[src/rtl/decision_table_rule_matcher_defines.svh]
// Assertion macros shared by the RTL.
`ifndef DECISION_TABLE_RULE_MATCHER_DEFINES_SVH
`define DECISION_TABLE_RULE_MATCHER_DEFINES_SVH
`ifndef SYNTHESIS
`define DTRM_ASSERT(lbl, clk, rstn, prop) \
  lbl: assert property (@(posedge clk) disable iff (!(rstn)) prop) \
    else $error("dtrm assertion failed");
`define DTRM_NEVER(lbl, clk, rstn, expr) \
  lbl: assert property (@(posedge clk) disable iff (!(rstn)) !(expr)) \
    else $error("dtrm forbidden condition");
`else
`define DTRM_ASSERT(lbl, clk, rstn, prop)
`define DTRM_NEVER(lbl, clk, rstn, expr)
`endif
`endif

[src/rtl/dtrm_pkg.sv]
`timescale 1ns / 1ps
package dtrm_pkg;
  localparam int COND_SLOTS = 64;
  localparam int RULES      = 32;
  localparam int TERMS      = 8;
  localparam int MAX_OUT    = 32;

  localparam int SAW = (COND_SLOTS > 1) ? $clog2(COND_SLOTS) : 1;
  localparam int RW  = $clog2(RULES + 1);
  localparam int RAW = (RULES > 1) ? $clog2(RULES) : 1;
  localparam int TW  = $clog2(TERMS + 1);
  localparam int TAW = (RULES * TERMS > 1) ? $clog2(RULES * TERMS) : 1;
  localparam int KW  = $clog2(MAX_OUT + 1);
  localparam int KAW = (MAX_OUT > 1) ? $clog2(MAX_OUT) : 1;

  localparam logic [1:0] FUNC_CLEAR = 2'd0;
  localparam logic [1:0] FUNC_SET   = 2'd1;
  localparam logic [1:0] FUNC_ADD   = 2'd2;
  localparam logic [1:0] FUNC_EVAL  = 2'd3;

  localparam logic [1:0] KIND_DONE  = 2'd0;
  localparam logic [1:0] KIND_FIRE  = 2'd1;
  localparam logic [1:0] KIND_NONE  = 2'd2;
  localparam logic [1:0] KIND_FULL  = 2'd3;

  typedef struct packed {
    logic       load;
    logic       clr;
    logic       scan_init;
    logic       idx_inc;
    logic       note_slot;
    logic       set_wr;
    logic       open;
    logic       t_clr;
    logic       t_inc;
    logic       tw_upd;
    logic       tw_new;
    logic       add_close;
    logic       r_clr;
    logic       r_inc;
    logic       tload;
    logic       j_clr;
    logic       j_inc;
    logic       e_add;
    logic       emit;
    logic [1:0] kind;
    logic       use_pend;
    logic       last;
  } cmd_t;

  typedef struct packed {
    logic [1:0] func;
    logic       has_term;
    logic       term_last;
    logic       building;
    logic       rules_full;
    logic       hit;
    logic       idx_last;
    logic       slot_ok;
    logic       n_zero;
    logic       n_full;
    logic       t_end;
    logic       t_next_end;
    logic       term_hit;
    logic       val_match;
    logic       r_end;
    logic       k_full;
    logic       k_zero;
    logic       j_end;
    logic       dup;
  } sts_t;
endpackage

[src/rtl/dtrm_ctrl.sv]
`timescale 1ns / 1ps
module dtrm_ctrl (
  input  logic           clk_i,
  input  logic           rst_ni,
  input  logic           start_i,
  input  dtrm_pkg::sts_t sts_i,
  output dtrm_pkg::cmd_t cmd_o,
  output logic           busy_o
);
  import dtrm_pkg::*;

  localparam logic [4:0] ST_IDLE  = 5'd0;
  localparam logic [4:0] ST_DISP  = 5'd1;
  localparam logic [4:0] ST_S_RD  = 5'd2;
  localparam logic [4:0] ST_S_CMP = 5'd3;
  localparam logic [4:0] ST_S_WR  = 5'd4;
  localparam logic [4:0] ST_A_TC  = 5'd5;
  localparam logic [4:0] ST_A_RD  = 5'd6;
  localparam logic [4:0] ST_A_CMP = 5'd7;
  localparam logic [4:0] ST_A_NEW = 5'd8;
  localparam logic [4:0] ST_A_END = 5'd9;
  localparam logic [4:0] ST_A_ENF = 5'd10;
  localparam logic [4:0] ST_E_RUL = 5'd11;
  localparam logic [4:0] ST_E_TRM = 5'd12;
  localparam logic [4:0] ST_E_TRD = 5'd13;
  localparam logic [4:0] ST_E_TLD = 5'd14;
  localparam logic [4:0] ST_E_SRD = 5'd15;
  localparam logic [4:0] ST_E_SCM = 5'd16;
  localparam logic [4:0] ST_E_DUP = 5'd17;
  localparam logic [4:0] ST_E_ADD = 5'd18;
  localparam logic [4:0] ST_E_END = 5'd19;

  logic [4:0] state_q, state_d;

  always_ff @(posedge clk_i or negedge rst_ni) begin
    if (!rst_ni) begin
      state_q <= ST_IDLE;
    end else begin
      state_q <= state_d;
    end
  end

  assign busy_o = (state_q != ST_IDLE);

  always_comb begin
    state_d = state_q;
    cmd_o   = '0;
    case (state_q)
      ST_IDLE: begin
        if (start_i) begin
          cmd_o.load = 1'b1;
          state_d    = ST_DISP;
        end
      end
      ST_DISP: begin
        case (sts_i.func)
          FUNC_CLEAR: begin
            cmd_o.clr  = 1'b1;
            cmd_o.emit = 1'b1;
            cmd_o.kind = KIND_DONE;
            cmd_o.last = 1'b1;
            state_d    = ST_IDLE;
          end
          FUNC_SET: begin
            cmd_o.scan_init = 1'b1;
            state_d         = ST_S_RD;
          end
          FUNC_ADD: begin
            if (!sts_i.building && sts_i.rules_full) begin
              cmd_o.emit = 1'b1;
              cmd_o.kind = KIND_FULL;
              cmd_o.last = 1'b1;
              state_d    = ST_IDLE;
            end else begin
              cmd_o.open = !sts_i.building;
              state_d    = ST_A_TC;
            end
          end
          default: begin
            cmd_o.r_clr = 1'b1;
            state_d     = ST_E_RUL;
          end
        endcase
      end
      ST_S_RD: state_d = ST_S_CMP;
      ST_S_CMP: begin
        cmd_o.note_slot = 1'b1;
        if (sts_i.hit || sts_i.idx_last) begin
          state_d = ST_S_WR;
        end else begin
          cmd_o.idx_inc = 1'b1;
          state_d       = ST_S_RD;
        end
      end
      ST_S_WR: begin
        cmd_o.set_wr = sts_i.slot_ok;
        cmd_o.emit   = 1'b1;
        cmd_o.kind   = sts_i.slot_ok ? KIND_DONE : KIND_FULL;
        cmd_o.last   = 1'b1;
        state_d      = ST_IDLE;
      end
      ST_A_TC: begin
        cmd_o.t_clr = 1'b1;
        if (!sts_i.has_term) begin
          state_d = ST_A_END;
        end else if (sts_i.n_zero) begin
          state_d = ST_A_NEW;
        end else begin
          state_d = ST_A_RD;
        end
      end
      ST_A_RD: state_d = ST_A_CMP;
      ST_A_CMP: begin
        if (sts_i.term_hit) begin
          cmd_o.tw_upd = 1'b1;
          state_d      = ST_A_END;
        end else begin
          cmd_o.t_inc = 1'b1;
          state_d     = sts_i.t_next_end ? ST_A_NEW : ST_A_RD;
        end
      end
      ST_A_NEW: begin
        if (sts_i.n_full) begin
          state_d = ST_A_ENF;
        end else begin
          cmd_o.tw_new = 1'b1;
          state_d      = ST_A_END;
        end
      end
      ST_A_END, ST_A_ENF: begin
        cmd_o.add_close = sts_i.term_last;
        cmd_o.emit      = 1'b1;
        cmd_o.kind      = (state_q == ST_A_ENF) ? KIND_FULL : KIND_DONE;
        cmd_o.last      = 1'b1;
        state_d         = ST_IDLE;
      end
      ST_E_RUL: begin
        cmd_o.t_clr = 1'b1;
        state_d     = (sts_i.r_end || sts_i.k_full) ? ST_E_END : ST_E_TRM;
      end
      ST_E_TRM: begin
        if (sts_i.t_end) begin
          cmd_o.j_clr = 1'b1;
          state_d     = ST_E_DUP;
        end else begin
          state_d = ST_E_TRD;
        end
      end
      ST_E_TRD: state_d = ST_E_TLD;
      ST_E_TLD: begin
        cmd_o.tload     = 1'b1;
        cmd_o.scan_init = 1'b1;
        state_d         = ST_E_SRD;
      end
      ST_E_SRD: state_d = ST_E_SCM;
      ST_E_SCM: begin
        if (sts_i.hit) begin
          if (sts_i.val_match) begin
            cmd_o.t_inc = 1'b1;
            state_d     = ST_E_TRM;
          end else begin
            cmd_o.r_inc = 1'b1;
            state_d     = ST_E_RUL;
          end
        end else if (sts_i.idx_last) begin
          cmd_o.r_inc = 1'b1;
          state_d     = ST_E_RUL;
        end else begin
          cmd_o.idx_inc = 1'b1;
          state_d       = ST_E_SRD;
        end
      end
      ST_E_DUP: begin
        if (sts_i.j_end) begin
          state_d = ST_E_ADD;
        end else if (sts_i.dup) begin
          cmd_o.r_inc = 1'b1;
          state_d     = ST_E_RUL;
        end else begin
          cmd_o.j_inc = 1'b1;
        end
      end
      ST_E_ADD: begin
        cmd_o.e_add    = 1'b1;
        cmd_o.r_inc    = 1'b1;
        cmd_o.emit     = !sts_i.k_zero;
        cmd_o.kind     = KIND_FIRE;
        cmd_o.use_pend = 1'b1;
        state_d        = ST_E_RUL;
      end
      ST_E_END: begin
        cmd_o.emit     = 1'b1;
        cmd_o.kind     = sts_i.k_zero ? KIND_NONE : KIND_FIRE;
        cmd_o.use_pend = !sts_i.k_zero;
        cmd_o.last     = 1'b1;
        state_d        = ST_IDLE;
      end
      default: state_d = ST_IDLE;
    endcase
  end
endmodule

[config.mk]
export PLATFORM = sky130hd
export DESIGN_NAME = dtrm_ctrl
export DESIGN_NICKNAME = d
export VERILOG_FILES = /design/src/rtl/decision_table_rule_matcher_defines.svh /design/src/rtl/dtrm_pkg.sv /design/src/rtl/dtrm_ctrl.sv
export SDC_FILE = /design/constraint.sdc
export NUM_CORES = 1
export LEC_CHECK = 0
export BUFFER_PORTS_ARGS = -buffer_cell sky130_fd_sc_hd__buf_2
export CAP_MARGIN = 20
export CORE_AREA = 3 3 57 46
export CTS_CLUSTER_DIAMETER = 200
export CTS_CLUSTER_SIZE = 25
export DETAILED_ROUTE_END_ITERATION = 16
export DIE_AREA = 0 0 60 49
export GPL_ROUTABILITY_DRIVEN = 1
export MAX_ROUTING_LAYER = met4
export PLACE_DENSITY = 0.77
export SLEW_MARGIN = 20
export SYNTH_ARGS = -nofsm -noshare
export SYNTH_HDL_FRONTEND = slang
export SYNTH_SLANG_ARGS = --single-unit
[constraint.sdc]
create_clock -name clk_i -period 2.6 [get_ports clk_i]
set_input_delay 0.52 -clock clk_i [delete_from_list [all_inputs] [get_ports clk_i]]
set_output_delay 0.52 -clock clk_i [all_outputs]
set_load 0.005 [all_outputs]
## Yosys cells after proc, flatten, opt, wreduce, memory -nomap -nowiden

Cells that the tools add are included.
Widths: inputs -> output; s select.

- Word-level logic and storage cells: 104
- Register bits after elaboration: 5
- Input bits: 23

- Eq/ne operators: 23
- Mux-type cells: 67
- Reductions and logical operators: 13

Operator list:

| operator | count |
|---|---|
| $pmux 5 s16 | 1 |
| $eq 5x4->1 const B | 8 |
| $mux 1 | 37 |
| $mux 5 | 7 |
| $eq 5x3->1 const B | 4 |
| $eq 5x5->1 const B | 4 |
| $mux 3 | 5 |
| $pmux 3 s5 | 1 |
| $pmux 5 s3 | 1 |
| $mux 4 | 3 |
| $pmux 1 s2 | 6 |
| $eq 5x2->1 const B | 2 |
| $mux 2 | 4 |
| $pmux 3 s2 | 1 |
| $eq 5x1->1 const B | 1 |
| $logic_not 5->1 | 1 |
| $reduce_bool 5->1 | 1 |
| $reduce_or 2->1 | 2 |
| $reduce_or 4->1 | 1 |
| $ne 3x3->1 const B | 1 |
| $pmux 1 s3 | 1 |
| $reduce_or 3->1 | 1 |
| $eq 2x1->1 const B | 1 |
| $eq 2x2->1 const B | 1 |
| 6 further kinds | 8 |

## Depth between registers and ports, before layout

Gate-level depths: netlist (run 1).

- Depth in word-level cells: 5
- Depth in mapped cells: 6

## Worst setup path after synthesis (run 1)

Ideal clock, no wire load.

- Path type: reg-to-output
- From: reg state_q[2]
- To: out cmd_o[6] (netlist bit)
- Stages on the path, launching flop included: 5
- Required time: 2,080 ps
- Arrival time: 1,466 ps
- Setup slack: 614 ps
- Cell sequence: dfrtp_1 > or3b_1 > buf_2 > or4_4 > clkinv_1

RTL lines:

| item | RTL line | RTL |
|---|---|---|
| start: declaration | dtrm_ctrl.sv:33 | `logic [4:0] state_q, state_d;` |
| start signal: assignment | dtrm_ctrl.sv:39 | `state_q <= state_d;` |
| end: declaration | dtrm_ctrl.sv:7 | `output dtrm_pkg::cmd_t cmd_o,` |

==> results of run 1 <==
## power by group through the flow
| stage | clock network [mW] | logic [mW] | registers [mW] |
|---|---|---|---|
| final | 0.0920 | 0.724 | 0.146 |
| after global routing | 0.103 | 0.790 | 0.151 |
| after CTS | 0.0928 | 0.706 | 0.143 |
| after detailed placement | 0 | 0.705 | 0.144 |
| after global placement | 0 | 0.692 | 0.140 |
| after floorplan | 0 | 0.483 | 0.120 |
## routing by layer
layer  vias to the layer above  global-route usage  share of wire
met2                        74               0.362           0.46
met4                         0               0.103          0.017
met1                       595               0.326           0.42
met3                        10              0.0344           0.10
met5                         -                   -              0
li1                        624                   -              -
## cell type report
type	count	area (sq um)	share of cell area
clock buffer	4	26.3	0.0212
sequential	5	126	0.102
inverter	5	18.8	0.0151
multi-input combinational	120	749	0.604
tap	24	30.0	0.0242
timing repair buffer	54	290	0.234
## layout by cell type, fill, tap and decap left out, drive strengths merged, types with 2 or more instances in the layout
master  synthesis  final
buf             4     54
nor2           15     15
nand2          14     14
nor3            8      8
nor2b           6      6
nand2b          6      6
and3            5      5
o21ai           5      5
dfrtp           5      5
inv             4      4
nand3           4      4
a31oi           4      4
clkbuf          8      4
or2             3      3
nand3b          3      3
and3b           3      3
a21oi           3      3
a21o            3      3
a32oi           3      3
and4            2      2
nor3b           2      2
a22o            2      2
o22ai           2      2
o32ai           2      2
o21bai          2      2
a22oi           2      2
nand4b          2      2
a311oi          2      2
## worst max path at each step
stage,to,slack (ps),cells after the start
3_3_place_gp,cmd_o[6],370,4
2_1_floorplan,cmd_o[6],610,4
5_1_grt,cmd_o[3],4,6
3_5_place_dp,cmd_o[6],320,4
6_report,cmd_o[3],120,6
4_1_cts,cmd_o[6],60,4
## worst max-delay path: cells and delay by family, from the launching register on
family          cells  cell delay, ps
compound gates      2             370
flops               1             370
buf+inv             2             300
simple gates        2             660
## per-stage QoR
step                      hold slack (ps)  power (mW)   util
after detailed placement              336       0.849  0.596
after CTS                            72.4       0.942  0.609
final                                73.0       0.962  0.611
after global placement                332       0.832  0.596
after floorplan                       224       0.603      -
after global routing                 74.5        1.04  0.611
## cells by family (layout without fill, tap and decap cells)
| family | count (synthesis) | count (layout) |
|---|---|---|
| buffers and inverters | 17 | 63 |
| AOI/OAI and AO/OA | 39 | 39 |
| DFF | 5 | 5 |
| and+or+nand+nor | 80 | 80 |
| xor gates and xnor gates | 1 | 1 |
==> run summary, run 1 <==
The register ranked first by flip-flop count is state_q. The final weighted congestion of routability-driven global placement is 0.920. Entering global routing, the biggest net connects 24 pins.

In this run, CTS created clock tree buffers numbering 3. The number of antenna violations at the first check in global routing is 0, and the number of nets in the layout is 212. For the sequential cell area fraction in the yosys report, the log shows 0.133. Traced cell by cell, the critical path runs through buf_4, nor3_1, nand4b_1, o32ai_1, o21bai_1, buf_2.

The logs give 1210 sq um for the placed standard-cell area and 0 for the remaining global-route overflow. The finished cells cover 1240 sq um. For this block, the routed nets add up to 3.38 mm of wire. The die covers 2940 sq um. The worst setup path is launched from a register. Number of port buffers: 46. In this run the critical register-to-register path is captured at state_q[0]$_DFFE_PN0P_. Yosys attributes the largest share of cell area to sky130_fd_sc_hd__dfrtp_1, sky130_fd_sc_hd__nor2_1, sky130_fd_sc_hd__nand2_1, sky130_fd_sc_hd__nor3_1, sky130_fd_sc_hd__nand2b_1.

TritonCTS built the clock tree. Among all cell types in the netlist, the one instantiated most often is sky130_fd_sc_hd__nor2_1. Number of H-tree branching levels: 1.

The run gives 0.753 as the power share of the combinational group. After legalization and detailed placement, the total HPWL measured 2.66 mm. The tree is rooted in a sky130_fd_sc_hd__clkbuf_4. The tools report the core box area as 2030 sq um. After technology mapping, the gate count stands at 142. Along the worst path, the maximum fanout reaches 15. Relative to the synthesized area, the layout overhead comes to 32.1%. The average footprint of a synthesized cell is 6.62 sq um, and the number of remaining DRC errors is 0.

The sequential share of power was 0.152. Delay of the slowest critical-path stage: 470 ps. For this design the static power due to leakage is 0.648 nW. Standard cell with the maximum stage delay on the critical path: sky130_fd_sc_hd__nor3_1. Cell internal power was estimated by the tool at 0.463 mW. The number of placed instances, taps included is 208, and the maximum vdd ir drop is 0.373 mV.

The number of pins with negative max-slew slack in the final report was 0. The simple-gate portion of the synthesized area was 0.481. The worst flop-to-flop path startpoint was state_q[4]$_DFFE_PN0P_. The final clock period utilization by the worst path was 0.953.

The run gives 0 as the post-detailed-route count of antenna-violating nets. For the setup total negative slack, the log shows 0 ps. The clock reaches the later pin of the worst-skew pair after 250 ps.

Flop-to-flop setup slack: 700 ps. Subtracting the final worst setup slack from the clock period gives 2480 ps. The die is 60 microns wide.

The fraction of the mapped netlist area in adder cells was 0; the fraction of registers with async set/reset was 1.00. Across the routed clock network, the largest skew measured is 13.9 ps. The worst setup timing slack at the placement stage is 320 ps. Library cell occupying the most area in the post-synthesis netlist: sky130_fd_sc_hd__dfrtp_1. For the count of unique library cells instantiated by Yosys, the log shows 47. The first routing iteration left 91 violations. The proportion of netlist area held by the largest area contributor was 0.133; the total net switching power was 0.499 mW.

For this run, the leading register cell type out of synthesis is sky130_fd_sc_hd__dfrtp_1. The via-per-instance ratio is 6.15, and the number of flip-flops in the largest register is 5. In this run, post-CTS hold repair placed 0 buffers. The run gives 0 as the setup violation total in the final timing report. The share of cells above drive strength 1 is 0.335, and the total nets after synthesis is 165.

Across all setup checks in the final design, the least slack found is 121 ps. The worst register-to-register path has a depth of 5. The combinational family with the most area after synthesis is simple AND/OR/NAND/NOR gates. 0 antenna diodes ended up in the layout. The run gives 5.49 mm as the first-pass GRT wire length. The critical path is of the reg -> out type. At the pin with the least slew margin, the transition time is 581 ps. In this run the post-CTS setup repair buffer count came out at 0. Critical path capture point type: an output port.

The largest registers in the layout are state_q x5. The floorplan has 14 rows. Counting flops with a built-in enable in the synthesized netlist gives 0. The upper clock frequency limit came out at 403 MHz. For this block, the via count after detailed routing is 1303. Via count of the first global-routing pass: 1230.

The logs give 0 for the number of synthesis warnings and 4 for the length of the first detailed-routing pass in iterations. The compound-cell area share of the yosys netlist was 0.305; the mean routed wirelength per cell was 15.9 microns. In this run the deepest clock path goes through 2 buffers.

The starting density of the core came out at 0.462. The worst slew margin relative to its limit was 0.612; the synthesized cell area was 940 sq um. The layout has 195 filler cells.

The run finished with clean final reports. Startpoint of the worst setup timing path: state_q[2]$_DFFE_PN0P_. The portion of total power attributed to the clock network is 0.096. At the worst endpoint, the required time is 2080 ps.

The total routing usage reported by global routing was 0.244; the data arrival time of the critical path was 1960 ps. Once the clock tree was built, the resizer swapped 0 gates to a different size. The worst hold-check path type is in -> async.

In this run, synthesis produced a sequential element count of 5. In the synthesized netlist, the cells that appear most often are sky130_fd_sc_hd__nor2_1, sky130_fd_sc_hd__nand2_1, sky130_fd_sc_hd__clkbuf_1, sky130_fd_sc_hd__nor3_1. Pin placement for this block handled 47 I/O pins. Post-layout instance count excluding filler cells: 212. The synthesized-area fraction occupied by xor and xnor cells is 0.00932, and the height of the die is 49 microns.

The clock slew seen by the registers of the worst setup and hold paths came out at 50 ps. Setup repair after global routing left no endpoint under its margin. The multiplexer area fraction after synthesis is 0, and the clock sink count is 5. Max-cap violations in this run came to 0.

The switching share of power is 0.519, and the number of hold-slack violations in the final timing report is 0. Power spread over the standard cell area amounts to 775 nW/um^2.
No activity file was read; power rests on OpenSTA's default activity.
==> run 2: changes to the inputs <==
Settings changed: CORE_AREA 3 3 57 46 to 3 3 60 48, CTS_BUF_LIST set to sky130_fd_sc_hd__clkbuf_2, DIE_AREA 0 0 60 49 to 0 0 63 51, PLACE_DENSITY 0.77 to 0.7.
==> run summary, run 2 (synthesis gave the netlist of run 1 again) <==
The multi-input combinational cells in the finished layout cover a total of 752 sq um. Wires add up to 3.29 mm. The tools report the kind of launch point of the worst setup path as a register. TritonCTS built the clock tree.

The floorplan die width came out at 63 microns. The via-per-instance ratio is 5.82. The count of nets left with antenna violations once routing finished came out at 0.

For the final database, setup skew stands at 10.7 ps. The tools report the setup total negative slack as 0 ps. For the max-capacitance violation count, the log shows 0. The mean routed wirelength per cell came out at 14.8 microns. The run gives 0 as the number of remaining DRC errors. The run gives 3 as the total clock buffers created by CTS.

The later pin in the worst-skew pair is clocked with a latency of 240 ps. The share of cells above drive strength 1 works out to 0.346. By startpoint and endpoint, the worst setup path is classified as reg -> out. Setup repair after global routing left no endpoint under its margin. 0 antenna diodes ended up in the layout. The number of pins with negative max-slew slack in the final report was 0; the data arrival time of the critical path was 1990 ps. The register ranked first by flip-flop count was state_q.

The via count of the first global-routing pass is 1164, and the leakage power summed over all cells is 0.647 nW. The number of H-tree branching levels was 1; the count of standard-cell rows was 15. The starting density of the core was 0.407; the clock slew seen by the registers of the worst setup and hold paths was 70 ps. Derived from the worst setup path, the maximum achievable clock frequency is 399 MHz. The tools report the maximum clock path buffer count as 2. The die is 51 microns tall.

Top-level I/O count: 47. The final clock period utilization by the worst path is 0.965. The tools report the total routing usage reported by global routing as 0.211.

STA puts the critical path data required time at 2080 ps. Detailed routing inserted a total of 1293 vias. The number of flip-flops in the largest register came out at 5. The HPWL after detailed placement is 2.58 mm. The setup violation total in the final timing report was 0. At the pin with the least slew margin, the transition time is 380 ps. Worst hold-check path type: in -> async.

The length of the first detailed-routing pass in iterations was 4; the clock period minus final worst setup slack was 2510 ps. The sequential standard cell area was 128 sq um. The clock net in this run drives a total of 5 sinks. The library cells used most frequently in the layout, excluding fill and tap cells, are sky130_fd_sc_hd__buf_2, sky130_fd_sc_hd__nor2_1, sky130_fd_sc_hd__nand2_1, sky130_fd_sc_hd__buf_4, sky130_fd_sc_hd__nor3_1. VDD sags by at most 0.383 mV.

The overall die area came out at 3210 sq um. The detailed router's first-iteration violation count is 86. The tools report the post-CTS setup buffer count as 0.

The top fanout value on the critical path was 16. The number of antenna violations at the first check in global routing was 0. The core region is 2310 sq um.

Remaining global-route overflow: 0. The placed standard-cell area is 1220 sq um, and the worst slew margin relative to its limit is 0.746. The run gives 0.920 as the final weighted congestion of routability-driven global placement. The cell area after layout was 1250 sq um; the power density of the placed cells was 757 nW/um^2. The layout overhead on the synthesized area works out to 33.2%. The critical path capture point type was an output port. The number of hold-slack violations in the final timing report is 0. The logs give 21 for the largest net degree at the start of global routing and 258 for the count of filler cells inserted in the layout. The flow ran to the end, and the final reports show no timing, DRC or antenna violations. The leading cell type in the layout, fill and taps excluded was sky130_fd_sc_hd__buf_2.

The first global-routing pass estimated 5.40 mm of wire. In this run the tool buffered the top-level ports with 46 buffer cells. The largest registers in the layout are state_q x5. The net count of the finished layout is 212. Clock tree root driver cell: sky130_fd_sc_hd__clkbuf_2.
-- run 2: cell types whose count changed in the layout (fill, tap and decap cells not counted) --
cell and delta:
sky130_fd_sc_hd__clkbuf_1 -1, sky130_fd_sc_hd__or3b_4 -1, sky130_fd_sc_hd__nor3_2 +1, sky130_fd_sc_hd__dfrtp_1 -1, sky130_fd_sc_hd__dfrtp_2 +1, sky130_fd_sc_hd__nor3_1 -1
sky130_fd_sc_hd__clkbuf_4 -3, sky130_fd_sc_hd__clkbuf_2 +4, sky130_fd_sc_hd__or3b_1 +1
-- run 2: where the power goes --
group | switching, mW | internal, mW
clock network | 0.0365 | 0.0407
logic | 0.409 | 0.304
registers | 0.0528 | 0.104
total | 0.498 | 0.449
-- run 2: repair_timing --
item	CTS	global route
hold buffers	0	0
endpoints found under the setup margin	0	5
resized for setup	0	3
-- run 2: critical path, cell delays in order (launching register included) --
cell and delay [ps]:
sky130_fd_sc_hd__dfrtp_2 510, sky130_fd_sc_hd__or3b_1 510, sky130_fd_sc_hd__or4_4 540, sky130_fd_sc_hd__clkinv_1 80, sky130_fd_sc_hd__buf_2 110
-- run 2: layer usage --
layer  track usage  vias up  part of all wire
met5             -        -                 0
met1         0.287      583              0.44
li1              -      624                 -
met3        0.0110        6             0.099
met2         0.333       80              0.44
met4        0.0806        0             0.018
-- run 2: worst paths after layout --
check	depth (start not counted)	slack, ps	startpoint	to
max	4	90	state_q[2]$_DFFE_PN0P_	cmd_o[6]
max in group asynchronous	1	2370	rst_ni	state_q[3]$_DFFE_PN0P_
min	1	80	rst_ni	state_q[2]$_DFFE_PN0P_
min in group clk_i	3	630	sts_i[0]	state_q[0]$_DFFE_PN0P_
max reg2reg	4	660	state_q[2]$_DFFE_PN0P_	state_q[0]$_DFFE_PN0P_
min reg2reg	3	750	state_q[4]$_DFFE_PN0P_	state_q[1]$_DFFE_PN0P_
-- run 2: area by class of cell --
cell class | instances | share of cell area
clock buffer | 4 | 0.0160
inverter | 5 | 0.0150
multi-input combinational | 120 | 0.601
sequential | 5 | 0.102
tap | 34 | 0.0340
timing repair buffer | 54 | 0.232
-- run 2: metrics by stage --
step / util / worst slack, ps / hold slack [ps] / total power [mW] / instances
2_1_floorplan: - / 614 / 224 / 0.603 / 142
3_3_place_gp: 0.530 / 371 / 333 / 0.846 / 218
3_5_place_dp: 0.530 / 334 / 336 / 0.846 / 218
4_1_cts: 0.539 / 66.0 / 83.4 / 0.925 / 222
5_1_grt: 0.542 / 66.5 / 91.8 / 1.03 / 222
6_report: 0.542 / 91.4 / 78.9 / 0.947 / 222
